`config.mk`:
```
export PLATFORM = sky130hd
export DESIGN_NAME = sha256_truncated_128_hasher_top
export DESIGN_NICKNAME = d
export VERILOG_FILES = /design/src/sv/sha256t_pkg.sv /design/src/sv/sha256t_core.sv /design/src/sv/sha256_truncated_128_hasher_top.sv
export SDC_FILE = /design/constraint.sdc
export NUM_CORES = 2
export LEC_CHECK = 0
export BUFFER_PORTS_ARGS = -buffer_cell sky130_fd_sc_hd__buf_2
export CAP_MARGIN = 40
export CORE_ASPECT_RATIO = 1.1
export CORE_UTILIZATION = 40
export CTS_BUF_LIST = sky130_fd_sc_hd__clkbuf_8
export CTS_CLUSTER_DIAMETER = 30
export DETAILED_ROUTE_END_ITERATION = 6
export MAX_ROUTING_LAYER = met4
export PLACE_DENSITY = 0.52
export SYNTH_ARGS = -nofsm -noshare
export SYNTH_HDL_FRONTEND = slang
export SYNTH_SLANG_ARGS = --single-unit
```
`constraint.sdc`:
```
create_clock -name i_clk -period 27.2 [get_ports i_clk]
set_clock_uncertainty 0.05 [all_clocks]
set_input_delay 1.36 -clock i_clk [delete_from_list [all_inputs] [get_ports i_clk]]
set_output_delay 1.36 -clock i_clk [all_outputs]
set_load 0.01 [all_outputs]
```
`src/sv/sha256t_pkg.sv`:
```
// ----------------------------------------------------------------------------
// sha256t_pkg
// shared constants and round functions for the truncated sha-256 hasher
// ----------------------------------------------------------------------------
package sha256t_pkg;

    localparam logic CMD_ABSORB = 1'b0;
    localparam logic CMD_FINISH = 1'b1;

    localparam logic [7:0] PAD_BYTE = 8'h80;
    localparam logic [5:0] LEN_POS  = 6'd56;

    typedef logic [31:0] t_word;

    function automatic t_word f_iv(input logic [2:0] idx);
        t_word w;
        case (idx)
            3'd0:    w = 32'h6a09e667;
            3'd1:    w = 32'hbb67ae85;
            3'd2:    w = 32'h3c6ef372;
            3'd3:    w = 32'ha54ff53a;
            3'd4:    w = 32'h510e527f;
            3'd5:    w = 32'h9b05688c;
            3'd6:    w = 32'h1f83d9ab;
            3'd7:    w = 32'h5be0cd19;
            default: w = 32'h0;
        endcase
        return w;
    endfunction

    function automatic t_word f_k(input logic [5:0] idx);
        t_word k;
        case (idx)
            6'd0: k=32'h428a2f98; 6'd1: k=32'h71374491; 6'd2: k=32'hb5c0fbcf;
            6'd3: k=32'he9b5dba5; 6'd4: k=32'h3956c25b; 6'd5: k=32'h59f111f1;
            6'd6: k=32'h923f82a4; 6'd7: k=32'hab1c5ed5; 6'd8: k=32'hd807aa98;
            6'd9: k=32'h12835b01; 6'd10: k=32'h243185be; 6'd11: k=32'h550c7dc3;
            6'd12: k=32'h72be5d74; 6'd13: k=32'h80deb1fe; 6'd14: k=32'h9bdc06a7;
            6'd15: k=32'hc19bf174; 6'd16: k=32'he49b69c1; 6'd17: k=32'hefbe4786;
            6'd18: k=32'h0fc19dc6; 6'd19: k=32'h240ca1cc; 6'd20: k=32'h2de92c6f;
            6'd21: k=32'h4a7484aa; 6'd22: k=32'h5cb0a9dc; 6'd23: k=32'h76f988da;
            6'd24: k=32'h983e5152; 6'd25: k=32'ha831c66d; 6'd26: k=32'hb00327c8;
            6'd27: k=32'hbf597fc7; 6'd28: k=32'hc6e00bf3; 6'd29: k=32'hd5a79147;
            6'd30: k=32'h06ca6351; 6'd31: k=32'h14292967; 6'd32: k=32'h27b70a85;
            6'd33: k=32'h2e1b2138; 6'd34: k=32'h4d2c6dfc; 6'd35: k=32'h53380d13;
            6'd36: k=32'h650a7354; 6'd37: k=32'h766a0abb; 6'd38: k=32'h81c2c92e;
            6'd39: k=32'h92722c85; 6'd40: k=32'ha2bfe8a1; 6'd41: k=32'ha81a664b;
            6'd42: k=32'hc24b8b70; 6'd43: k=32'hc76c51a3; 6'd44: k=32'hd192e819;
            6'd45: k=32'hd6990624; 6'd46: k=32'hf40e3585; 6'd47: k=32'h106aa070;
            6'd48: k=32'h19a4c116; 6'd49: k=32'h1e376c08; 6'd50: k=32'h2748774c;
            6'd51: k=32'h34b0bcb5; 6'd52: k=32'h391c0cb3; 6'd53: k=32'h4ed8aa4a;
            6'd54: k=32'h5b9cca4f; 6'd55: k=32'h682e6ff3; 6'd56: k=32'h748f82ee;
            6'd57: k=32'h78a5636f; 6'd58: k=32'h84c87814; 6'd59: k=32'h8cc70208;
            6'd60: k=32'h90befffa; 6'd61: k=32'ha4506ceb; 6'd62: k=32'hbef9a3f7;
            6'd63: k=32'hc67178f2;
            default: k = 32'h0;
        endcase
        return k;
    endfunction

    function automatic t_word f_rotr(input t_word x, input int n);
        return (x >> n) | (x << (32 - n));
    endfunction

    function automatic t_word f_ssig0(input t_word x);
        return f_rotr(x, 7) ^ f_rotr(x, 18) ^ (x >> 3);
    endfunction

    function automatic t_word f_ssig1(input t_word x);
        return f_rotr(x, 17) ^ f_rotr(x, 19) ^ (x >> 10);
    endfunction

    function automatic t_word f_bsig0(input t_word x);
        return f_rotr(x, 2) ^ f_rotr(x, 13) ^ f_rotr(x, 22);
    endfunction

    function automatic t_word f_bsig1(input t_word x);
        return f_rotr(x, 6) ^ f_rotr(x, 11) ^ f_rotr(x, 25);
    endfunction

endpackage

```
`src/sv/sha256t_core.sv`:
```
// ----------------------------------------------------------------------------
// sha256t_core
// compression unit: 64 rounds, one per cycle, message words streamed from the
// block memory for the first 16 rounds, then taken from a 16-word window
// ----------------------------------------------------------------------------
module sha256t_core (
    input  logic                    i_clk,
    input  logic                    i_rst_n,
    input  logic                    i_start,
    input  sha256t_pkg::t_word      i_word,
    input  sha256t_pkg::t_word      i_h [8],
    output logic [3:0]              o_raddr,
    output logic                    o_busy,
    output logic                    o_done,
    output sha256t_pkg::t_word      o_v [8]
);

    logic                r_busy;
    logic [5:0]          r_rnd;
    logic                r_done;
    sha256t_pkg::t_word  r_v [8];
    sha256t_pkg::t_word  r_w [16];   // the last sixteen schedule words
    sha256t_pkg::t_word  r_wn;       // schedule word for the next round
    sha256t_pkg::t_word  t1, t2, w_cur, w_next, maj, ch;

    always_comb begin
        // rounds 0..15 use the memory word, later rounds the computed one
        w_cur  = (r_rnd[5:4] == 2'b00) ? i_word : r_wn;
        ch     = (r_v[4] & r_v[5]) ^ (~r_v[4] & r_v[6]);
        maj    = (r_v[0] & r_v[1]) ^ (r_v[0] & r_v[2]) ^ (r_v[1] & r_v[2]);
        t1     = r_v[7] + sha256t_pkg::f_bsig1(r_v[4]) + ch
                 + sha256t_pkg::f_k(r_rnd) + w_cur;
        t2     = sha256t_pkg::f_bsig0(r_v[0]) + maj;
        // one word ahead, from registers only
        w_next = r_w[1] + sha256t_pkg::f_ssig0(r_w[2]) + r_w[10]
                 + sha256t_pkg::f_ssig1(r_w[15]);
    end

    always_ff @(posedge i_clk) begin
        if (!i_rst_n) begin
            r_busy <= 1'b0;
            r_done <= 1'b0;
            r_rnd  <= '0;
        end else begin
            r_done <= 1'b0;
            if (i_start && !r_busy) begin
                r_busy <= 1'b1;
                r_rnd  <= '0;
            end else if (r_busy) begin
                r_rnd <= r_rnd + 6'd1;
                if (r_rnd == 6'd63) begin
                    r_busy <= 1'b0;
                    r_done <= 1'b1;
                end
            end
        end
    end

    always_ff @(posedge i_clk) begin
        if (i_start && !r_busy) begin
            for (int i = 0; i < 8; i++) r_v[i] <= i_h[i];
        end else if (r_busy) begin
            r_v[7] <= r_v[6]; r_v[6] <= r_v[5]; r_v[5] <= r_v[4];
            r_v[4] <= r_v[3] + t1;
            r_v[3] <= r_v[2]; r_v[2] <= r_v[1]; r_v[1] <= r_v[0];
            r_v[0] <= t1 + t2;
            for (int i = 0; i < 15; i++) r_w[i] <= r_w[i+1];
            r_w[15] <= w_cur;
            r_wn    <= w_next;
        end
    end

    // word 0 is read while idle, word t+1 during round t
    assign o_raddr = r_busy ? (r_rnd[3:0] + 4'd1) : 4'd0;
    assign o_busy  = r_busy;
    assign o_done  = r_done;
    always_comb for (int i = 0; i < 8; i++) o_v[i] = r_v[i];

    a_done_after_busy: assert property (@(posedge i_clk) disable iff (!i_rst_n)
        o_done |-> $past(r_busy) && !r_busy) else $error("done without run");
    a_round_wraps: assert property (@(posedge i_clk) disable iff (!i_rst_n)
        r_busy && r_rnd == 6'd63 |=> !r_busy) else $error("round overrun");
    a_no_restart: assert property (@(posedge i_clk) disable iff (!i_rst_n)
        r_busy && !$past(r_busy) |-> r_rnd == 6'd0) else $error("bad start");

endmodule

```
`src/sv/sha256_truncated_128_hasher_top.sv`:
```
// ----------------------------------------------------------------------------
// sha256_truncated_128_hasher_top
// streaming sha-256 with the first 128 digest bits as two 64-bit items
// ----------------------------------------------------------------------------
//  channel | signals                                  | moves
//  in      | i_valid, o_ready, i_command, i_data_byte | one byte or finish item
//  out     | o_valid, i_ready, o_digest_half, o_last  | one digest half item
//
//  absorb: one byte per cycle while the block is filling; the byte that fills the
//  block holds o_ready low through one memory read, 64 rounds and one update
//  finish: one padding byte per cycle up to the block end, then a compression;
//  when the 0x80 byte lands at offset 56 or later a second 64-byte pad block and
//  compression follow; then two output items, each held until taken
//  reset restores initial hash words, zero count and length; o_ready is high
//  only in idle
// ----------------------------------------------------------------------------
module sha256_truncated_128_hasher_top (
    input  logic        i_clk,
    input  logic        i_rst_n,
    input  logic        i_valid,
    output logic        o_ready,
    input  logic        i_command,
    input  logic [7:0]  i_data_byte,
    output logic        o_valid,
    input  logic        i_ready,
    output logic [63:0] o_digest_half,
    output logic        o_last
);

    typedef enum logic [5:0] {
        ST_IDLE  = 6'b000001,
        ST_PAD   = 6'b000010,   // push padding / length bytes
        ST_LOAD  = 6'b000100,   // block memory read settles
        ST_RUN   = 6'b001000,   // compression active
        ST_OUT0  = 6'b010000,
        ST_OUT1  = 6'b100000
    } t_state;

    t_state              r_state;
    logic [5:0]          r_fill;
    logic [63:0]         r_len;
    logic [63:0]         r_len_snap;
    logic                r_fin;      // finish in progress
    logic                r_pad_first;
    logic                r_len_blk;  // current pad block carries the length
    sha256t_pkg::t_word  r_h [8];
    // block store: 16 word rows of 32 bits, byte writes, one word read a cycle
    sha256t_pkg::t_word  r_mem [16];
    sha256t_pkg::t_word  r_rd;

    logic                push;
    logic [7:0]          push_byte;
    logic                core_start, core_busy, core_done;
    logic [3:0]          core_raddr;
    sha256t_pkg::t_word  core_v [8];
    logic                in_acc;

    assign in_acc  = i_valid && o_ready;
    assign o_ready = (r_state == ST_IDLE);

    // byte source: host data or padding sequence
    always_comb begin
        push      = 1'b0;
        push_byte = 8'h00;
        if (r_state == ST_IDLE && in_acc && i_command == sha256t_pkg::CMD_ABSORB) begin
            push      = 1'b1;
            push_byte = i_data_byte;
        end else if (r_state == ST_PAD) begin
            push = 1'b1;
            if (r_pad_first) push_byte = sha256t_pkg::PAD_BYTE;
            else if (r_len_blk && r_fill >= sha256t_pkg::LEN_POS)
                push_byte = r_len_snap[{~r_fill[2:0], 3'b000} +: 8];
            else push_byte = 8'h00;
        end
    end

    // block memory: big-endian bytes within a word; no writes while compressing
    always_ff @(posedge i_clk) begin
        if (push) r_mem[r_fill[5:2]][{~r_fill[1:0], 3'b000} +: 8] <= push_byte;
        r_rd <= r_mem[core_raddr];
    end

    assign core_start = (r_state == ST_LOAD);

    sha256t_core u_core (
        .i_clk   (i_clk),
        .i_rst_n (i_rst_n),
        .i_start (core_start),
        .i_word  (r_rd),
        .i_h     (r_h),
        .o_raddr (core_raddr),
        .o_busy  (core_busy),
        .o_done  (core_done),
        .o_v     (core_v)
    );

    always_ff @(posedge i_clk) begin
        if (!i_rst_n) begin
            r_state     <= ST_IDLE;
            r_fill      <= '0;
            r_len       <= '0;
            r_fin       <= 1'b0;
            r_pad_first <= 1'b0;
            r_len_blk   <= 1'b0;
            for (int i = 0; i < 8; i++) r_h[i] <= sha256t_pkg::f_iv(3'(i));
        end else begin
            if (push) r_fill <= r_fill + 6'd1;
            case (r_state)
                ST_IDLE: begin
                    if (in_acc) begin
                        if (i_command == sha256t_pkg::CMD_ABSORB) begin
                            r_len <= r_len + 64'd8;
                            if (r_fill == 6'd63) r_state <= ST_LOAD;
                        end else begin
                            r_len_snap  <= r_len;
                            r_fin       <= 1'b1;
                            r_pad_first <= 1'b1;
                            // length fits after the 0x80 byte in this block
                            r_len_blk   <= (r_fill < sha256t_pkg::LEN_POS);
                            r_state     <= ST_PAD;
                        end
                    end
                end
                ST_PAD: begin
                    r_pad_first <= 1'b0;
                    if (r_fill == 6'd63) r_state <= ST_LOAD;
                end
                ST_LOAD: r_state <= ST_RUN;
                ST_RUN: begin
                    if (core_done) begin
                        for (int i = 0; i < 8; i++) r_h[i] <= r_h[i] + core_v[i];
                        if (!r_fin) r_state <= ST_IDLE;
                        else if (r_len_blk) r_state <= ST_OUT0;
                        else begin
                            // zero block done, length goes in the next one
                            r_len_blk <= 1'b1;
                            r_state   <= ST_PAD;
                        end
                    end
                end
                ST_OUT0: if (i_ready) r_state <= ST_OUT1;
                ST_OUT1: begin
                    if (i_ready) begin
                        r_state <= ST_IDLE;
                        r_fin   <= 1'b0;
                        r_len   <= '0;
                        for (int i = 0; i < 8; i++) r_h[i] <= sha256t_pkg::f_iv(3'(i));
                    end
                end
                default: r_state <= ST_IDLE;
            endcase
        end
    end

    assign o_valid       = (r_state == ST_OUT0) || (r_state == ST_OUT1);
    assign o_last        = (r_state == ST_OUT1);
    assign o_digest_half = o_last ? {r_h[2], r_h[3]} : {r_h[0], r_h[1]};

    a_out_only_fin: assert property (@(posedge i_clk) disable iff (!i_rst_n)
        o_valid |-> r_fin) else $error("digest without finish");
    a_fill_zero_out: assert property (@(posedge i_clk) disable iff (!i_rst_n)
        o_valid |-> r_fill == 6'd0) else $error("partial block at output");
    a_core_run: assert property (@(posedge i_clk) disable iff (!i_rst_n)
        r_state == ST_LOAD |=> core_busy) else $error("core did not start");

endmodule

```
After elaboration in Yosys (flattened, before gate mapping)

Memories as Yosys holds them, arrays and structs flattened. A register that Yosys moved wholly into a read port is not among the register bits.
Cells that the tools add are included.

Add/subtract/negate cells: 23
Multipliers: 0
Divide/modulo/power cells: 0
Magnitude comparators: 2
Equal/unequal tests: 15
Shift-type cells: 3
Multiplexer cells: 56
Bitwise logic cells: 41
Reduce and logical (&&, ||, !) cells: 22

Operators with widths:

| cell                    | number |
|---|---|
| $add A32 B32 Y32        | 18 |
| $mux W256               | 2 |
| $pmux W256 S2           | 1 |
| $mux W32                | 10 |
| $xor A32 B32 Y32        | 9 |
| $mux W64                | 4 |
| $and A32 B32 Y32        | 5 |
| $pmux W64 S2            | 1 |
| $add A64 B4 Y64 const B | 1 |
| $shiftx A64 B7 Y8       | 1 |
| $mux W6                 | 8 |
| $pmux W6 S6             | 1 |
| $mux W8                 | 4 |
| $not A32 Y32            | 1 |
| $or A10 B32 Y32         | 1 |
| $or A13 B32 Y32         | 1 |
| $or A14 B32 Y32         | 1 |
| $or A15 B32 Y32         | 1 |
| $or A19 B32 Y32         | 1 |
| $or A21 B32 Y32         | 1 |
| $or A25 B32 Y32         | 1 |
| $or A26 B32 Y32         | 1 |
| $or A30 B32 Y32         | 1 |
| $or A7 B32 Y32          | 1 |
| 36 further kinds        | 86 |

Flip-flop bits (word level): 439
Latch bits: 0
Memory bits (writable): 1280
ROM bits: 2048
Input port bits: 13
Output and inout port bits: 67
Logic and storage cells: 185
Memories kept: 4

Memory list:

| memory          | depth | bits a word | read ports | clocked after memory_dff | wr ports | RTL line                              | source |
|---|---|---|---|---|---|---|---|
| (no name shown) | 64    | 32          | 1          | 1                        | 0        | sha256t_pkg.sv:33                     | `case (idx)` |
| r_mem           | 16    | 32          | 1          | 1                        | 1        | sha256_truncated_128_hasher_top.sv:48 | `sha256t_pkg::t_word r_mem [16];` |
| u_core.r_w      | 16    | 32          | 15         | 0                        | 16       | sha256t_core.sv:22                    | `sha256t_pkg::t_word r_w [16];` |
| u_core.r_v      | 8     | 32          | 8          | 0                        | 8        | sha256t_core.sv:21                    | `sha256t_pkg::t_word r_v [8];` |

Longest topological paths before layout

An unclocked memory read counts as a cell.

Depth in word-level cells: 10
Depth in mapped cells: 35
Gate-level depth less buffers: 33

Cells and area by module

Synthesis repeated with hierarchy kept, for this count alone.

Cell total of the unflattened synthesis: 7559
Area total of the unflattened synthesis: 91664.2 µm²

Modules (own cells, without submodules):

| module                          | times used | cells each | area an instance (µm²) | sequential area each (µm²) |
|---|---|---|---|---|
| sha256_truncated_128_hasher_top | 1          | 4162       | 47295.4                | 24493.5 |
| sha256t_core                    | 1          | 3397       | 44368.8                | 23862.9 |

Worst setup path after synthesis

No wires, ideal clock.

Path kind: register to register
Start point: register u_core.r_busy (netlist: u_core.o_busy)
End point: memory u_core.r_w[10][0] in the netlist's numbering, enable pin
Setup time: 1072 ps
Arrival: 14609 ps
Data required time: 26078 ps
Path slack: 11469 ps
Stages on the path, launching flop included: 4
Path buffers: 3
Period minus slack after synthesis: 15731 ps
Path through: dfxtp_1 -> clkbuf_1 -> clkbuf_8 -> clkbuf_1

RTL lines:

| what                     | RTL line           | source |
|---|---|---|
| start: declaration       | sha256t_core.sv:18 | `logic r_busy;` |
| start signal: assignment | sha256t_core.sv:41 | `r_busy <= 1'b0;` |
| start signal: assignment | sha256t_core.sv:47 | `r_busy <= 1'b1;` |
| start signal: assignment | sha256t_core.sv:52 | `r_busy <= 1'b0;` |
| end: declaration         | sha256t_core.sv:22 |  |

==> results.rst <==
.. list-table::
   :header-rows: 1

   * - Metric
     - Value
   * - Timing-limited maximum frequency
     - 115 MHz
   * - Placed insts
     - 10,300
   * - Overall routing resource usage
     - 24.9%
   * - Count of flip-flops with a built-in enable after synthesis
     - 1,341
   * - Outcome
     - complete, but fails checks
   * - Critical path launch point type
     - flip-flop
   * - Average instance area after synthesis
     - 12.1 um2
   * - Total negative slack
     - 0 ps
   * - Critical Path Slowest Stage Cell
     - sky130_fd_sc_hd__edfxtp_1
   * - Utilization after layout
     - 46.3%
   * - Largest net degree at the start of global routing
     - 104
   * - Crit share post-route
     - 32.0%
   * - Net switching power
     - 1.41 mW
   * - M1 wire length
     - 124,000 um
   * - Number of storage elements in the synthesis netlist
     - 1,745
   * - CTS tree
     - yes
   * - Number of cells on the worst reg-to-reg path
     - 32
   * - Total Nets Final
     - 8,379
   * - Number of I/O port buffers
     - 79
   * - Post-route ant nets
     - 0
   * - Critical path startpoint
     - u_core.r_v[2][27]$_DFFE_PP_
   * - Share of power burned in registers
     - 44.7%
   * - Hold Fails Final Rpt
     - 0
   * - Inserted Clock Buffers
     - 410
   * - First-pass GRT wire length
     - 406,000 um
   * - Unrepaired setup endpoints after global routing
     - no
   * - Count of cell types in the netlist
     - 92
   * - Initial detailed-routing violation count
     - 5,247
   * - Max-cap violations
     - 0
   * - Area growth, synth to finish
     - 14.9%
   * - Proportion of power drawn by combinational gates
     - 3.5%
   * - Required time at the worst-slack endpoint
     - 27,950 ps
   * - Clock group share of total power
     - 51.8%
   * - Type of the most critical hold path
     - reg -> reg
   * - Final critical delay including setup and external delays
     - 8710 ps
   * - Floorplan row count
     - 182
   * - Crit path max fanout
     - 6
   * - Power Density
     - 61.7 mW/mm2
   * - Clock sink count
     - 1,745
   * - Slew Limit Fails
     - 0
   * - Data arrival, critical path
     - 9460 ps
   * - Crit-path max cell delay
     - 560 ps
   * - DRT Wirelength
     - 276,000 um
   * - Vert. Die Dim
     - 500 um
   * - Yosys warns
     - 0
   * - Crit-path most repeated cell
     - sky130_fd_sc_hd__fa_1
   * - Slack of the worst reg-to-reg path
     - 18,490 ps
   * - Number of nets produced by synthesis
     - 8,069
   * - Half-perimeter wire length of the detailed placement result
     - 198,000 um
   * - Setup violators final
     - 0
   * - Worst setup path endpoint
     - u_core.r_v[0][28]$_DFFE_PP_
   * - Share of synthesized registers carrying an async set or reset
     - 0%
   * - CTS Buffer Depth
     - 4
   * - Number of optimization iterations in the first detailed-route pass
     - 7
   * - Top library cells by usage in the layout, fill and taps aside
     - sky130_fd_sc_hd__edfxtp_1 (1,341), sky130_fd_sc_hd__nand2_1 (667), sky130_fd_sc_hd__nor2_1 (551)
   * - Post-CTS Setup Inserts
     - 0
   * - Resized cells post-CTS
     - 0
   * - CTS H-Tree Depth
     - 5
   * - Clock root buffer master
     - sky130_fd_sc_hd__clkbuf_8
   * - Most common cell after layout, fill and taps aside
     - sky130_fd_sc_hd__edfxtp_1
   * - Vias/cell
     - 5.54
   * - Area used by multi-input combinational logic
     - 0.0396 mm2
   * - Type of the setup path with the least slack
     - reg -> reg
   * - Transition at the pin with the smallest max-transition slack
     - 981 ps
   * - Initial antenna violation count
     - 14
   * - Number of fill cells in the layout
     - 20,400
   * - Register area share after synthesis
     - 53.6%
   * - Post-layout instance count excluding filler cells
     - 11,100
   * - Predominant post-synthesis flop cell
     - sky130_fd_sc_hd__edfxtp_1
   * - DRC Markers
     - 3
   * - Number of vias in the routed layout
     - 61,200
   * - Static leakage
     - 38.0 nW
   * - Worst R2R Start
     - u_core.r_v[2][27]$_DFFE_PP_
   * - Switching fraction of total power
     - 22.0%
   * - Sequential cell area
     - 0.0484 mm2
   * - Num ports
     - 80
   * - Violated checks
     - DRC
   * - Element type at the critical path end
     - flip-flop
   * - Clk pin slew, worst setup/hold paths
     - 60 ps
   * - Count of mapped cells out of synthesis
     - 7,465
   * - Wire length on met2
     - 127,000 um
   * - Routed wirelength normalized by instance count
     - 25.0 um
   * - Die Outline Area
     - 0.227 mm2
   * - Worst reg2reg path endpoint
     - u_core.r_v[0][28]$_DFFE_PP_
   * - Initial core utilization
     - 40.3%
   * - Routability cong.
     - 0.952
   * - Post-synthesis instance area
     - 0.0902 mm2
   * - Overflow left after global routing
     - 0
   * - CTS Hold Bufs
     - 0
   * - DIE WIDTH
     - 455 um
   * - VDD IR-drop max
     - 50.6 uV
   * - Fraction of layout instances using a drive strength above 1
     - 16.9%
   * - Insertion delay to the later sink of the worst-skew pair
     - 1130 ps
   * - Top sig layer
     - met4
   * - Floorplan core area
     - 0.224 mm2
   * - Vias in the first global route
     - 61,200
   * - Worst rel slew slack
     - 34.6%
   * - Detailed route wirelength on metal3
     - 16,000 um
   * - Internal Power
     - 4.98 mW
critical path: cells and delay by family, from the launching register on:
kind	cells	cell delay, ps
AO/OA/AOI/OAI	15	3200
XOR/XNOR	4	1010
adder cells (fa/ha/maj)	6	2670
buffers and inverters	2	110
flip-flops	1	560
multiplexers	1	260
AND/OR/NAND/NOR	4	630
cell usage after synthesis (51+ instances only):
cell type,number,area share [%]
sky130_fd_sc_hd__a211oi_1,79,0.66
sky130_fd_sc_hd__a21o_1,174,1.4
sky130_fd_sc_hd__a21oi_1,444,2.5
sky130_fd_sc_hd__a22oi_1,64,0.53
sky130_fd_sc_hd__a31oi_1,78,0.54
sky130_fd_sc_hd__clkbuf_1,302,1.3
sky130_fd_sc_hd__dfxtp_1,404,9.0
sky130_fd_sc_hd__edfxtp_1,1341,45
sky130_fd_sc_hd__fa_1,195,4.3
sky130_fd_sc_hd__ha_1,396,5.5
sky130_fd_sc_hd__inv_1,297,1.2
sky130_fd_sc_hd__mux2_2,290,3.6
sky130_fd_sc_hd__mux4_2,143,3.6
sky130_fd_sc_hd__nand2_1,674,2.8
sky130_fd_sc_hd__nand2b_1,56,0.39
sky130_fd_sc_hd__nand3_1,119,0.66
sky130_fd_sc_hd__nor2_1,557,2.3
sky130_fd_sc_hd__nor2b_1,55,0.38
sky130_fd_sc_hd__nor3_1,101,0.56
sky130_fd_sc_hd__o21a_1,51,0.42
sky130_fd_sc_hd__o21ai_0,321,1.8
sky130_fd_sc_hd__o22ai_1,76,0.53
sky130_fd_sc_hd__xnor2_1,448,4.4
sky130_fd_sc_hd__xor2_1,188,1.8
metal layers:
layer,track usage [%],up-vias
li1,-,28200
met1,33.9,30600
met2,37.8,1974
met3,3.57,433
met4,8.79,0
met5,-,-
power groups by stage:
stage / Combinational (mW) / Sequential [mW] / Clock [mW]
floorplan: 0.152 / 2.91 / 0
global placement: 0.218 / 2.91 / 0
detailed placement: 0.221 / 2.91 / 0
CTS: 0.222 / 2.85 / 3.39
global route: 0.245 / 2.85 / 3.52
finish: 0.224 / 2.85 / 3.31
logic make-up after synthesis:
kind of cell | after synthesis | share of synthesized area (%)
fa+ha+maj | 613 | 10.1
compound gates | 1582 | 11.2
xor+xnor | 638 | 6.23
simple gates | 1795 | 8.84
flops | 1745 | 53.6
mux | 452 | 7.40
buf+inv | 640 | 2.68
worst min path at each step:
stage / startpoint / endpoint / slack, ps / depth (start not counted)
after global routing: u_core.r_w[14][23]$_DFFE_PP_ / u_core.r_w[13][23]$_DFFE_PP_ / 290 / 0
after detailed placement: u_core.r_w[11][21]$_DFFE_PP_ / u_core.r_w[10][21]$_DFFE_PP_ / 350 / 0
after floorplan: u_core.r_w[11][0]$_DFFE_PP_ / u_core.r_w[10][0]$_DFFE_PP_ / 350 / 0
after global placement: u_core.r_w[7][8]$_DFFE_PP_ / u_core.r_w[6][8]$_DFFE_PP_ / 350 / 0
final: u_core.r_w[14][23]$_DFFE_PP_ / u_core.r_w[13][23]$_DFFE_PP_ / 290 / 0
after CTS: u_core.r_w[14][23]$_DFFE_PP_ / u_core.r_w[13][23]$_DFFE_PP_ / 280 / 0
final cells by class:
type / instances / area share, %
clock inverters: 291 / 2.77
repair buffers: 240 / 1.80
clock buffers: 447 / 5.93
diodes: 6 / 0.0145
inverters: 298 / 1.08
flip-flops and latches: 1745 / 46.6
well taps: 2944 / 3.55
multi-input cells: 5080 / 38.2
state kept, by name, summed over array words and instances, names as in the netlist, 6 cells and up, named ones only:
| register | flops |
|---|---|
| u_core.r_v | 256 |
| r_mem | 512 |
| r_rd | 32 |
| r_h | 256 |
| u_core.r_rnd | 6 |
| r_len_snap | 61 |
| u_core.r_wn | 32 |
| u_core.r_w | 480 |
| r_len | 61 |
| r_fill | 6 |
| r_state | 6 |
through the flow:
step	hold slack [ps]	worst slack (ps)	total power [mW]	cell area, um2
after detailed placement	355	18470	3.13	94600
after global placement	350	18420	3.13	93800
final	289	18490	6.39	104000
after global routing	294	17980	6.61	104000
after CTS	278	18420	6.47	104000
after floorplan	350	11470	3.06	90200
No activity file was read; power rests on OpenSTA's default activity.
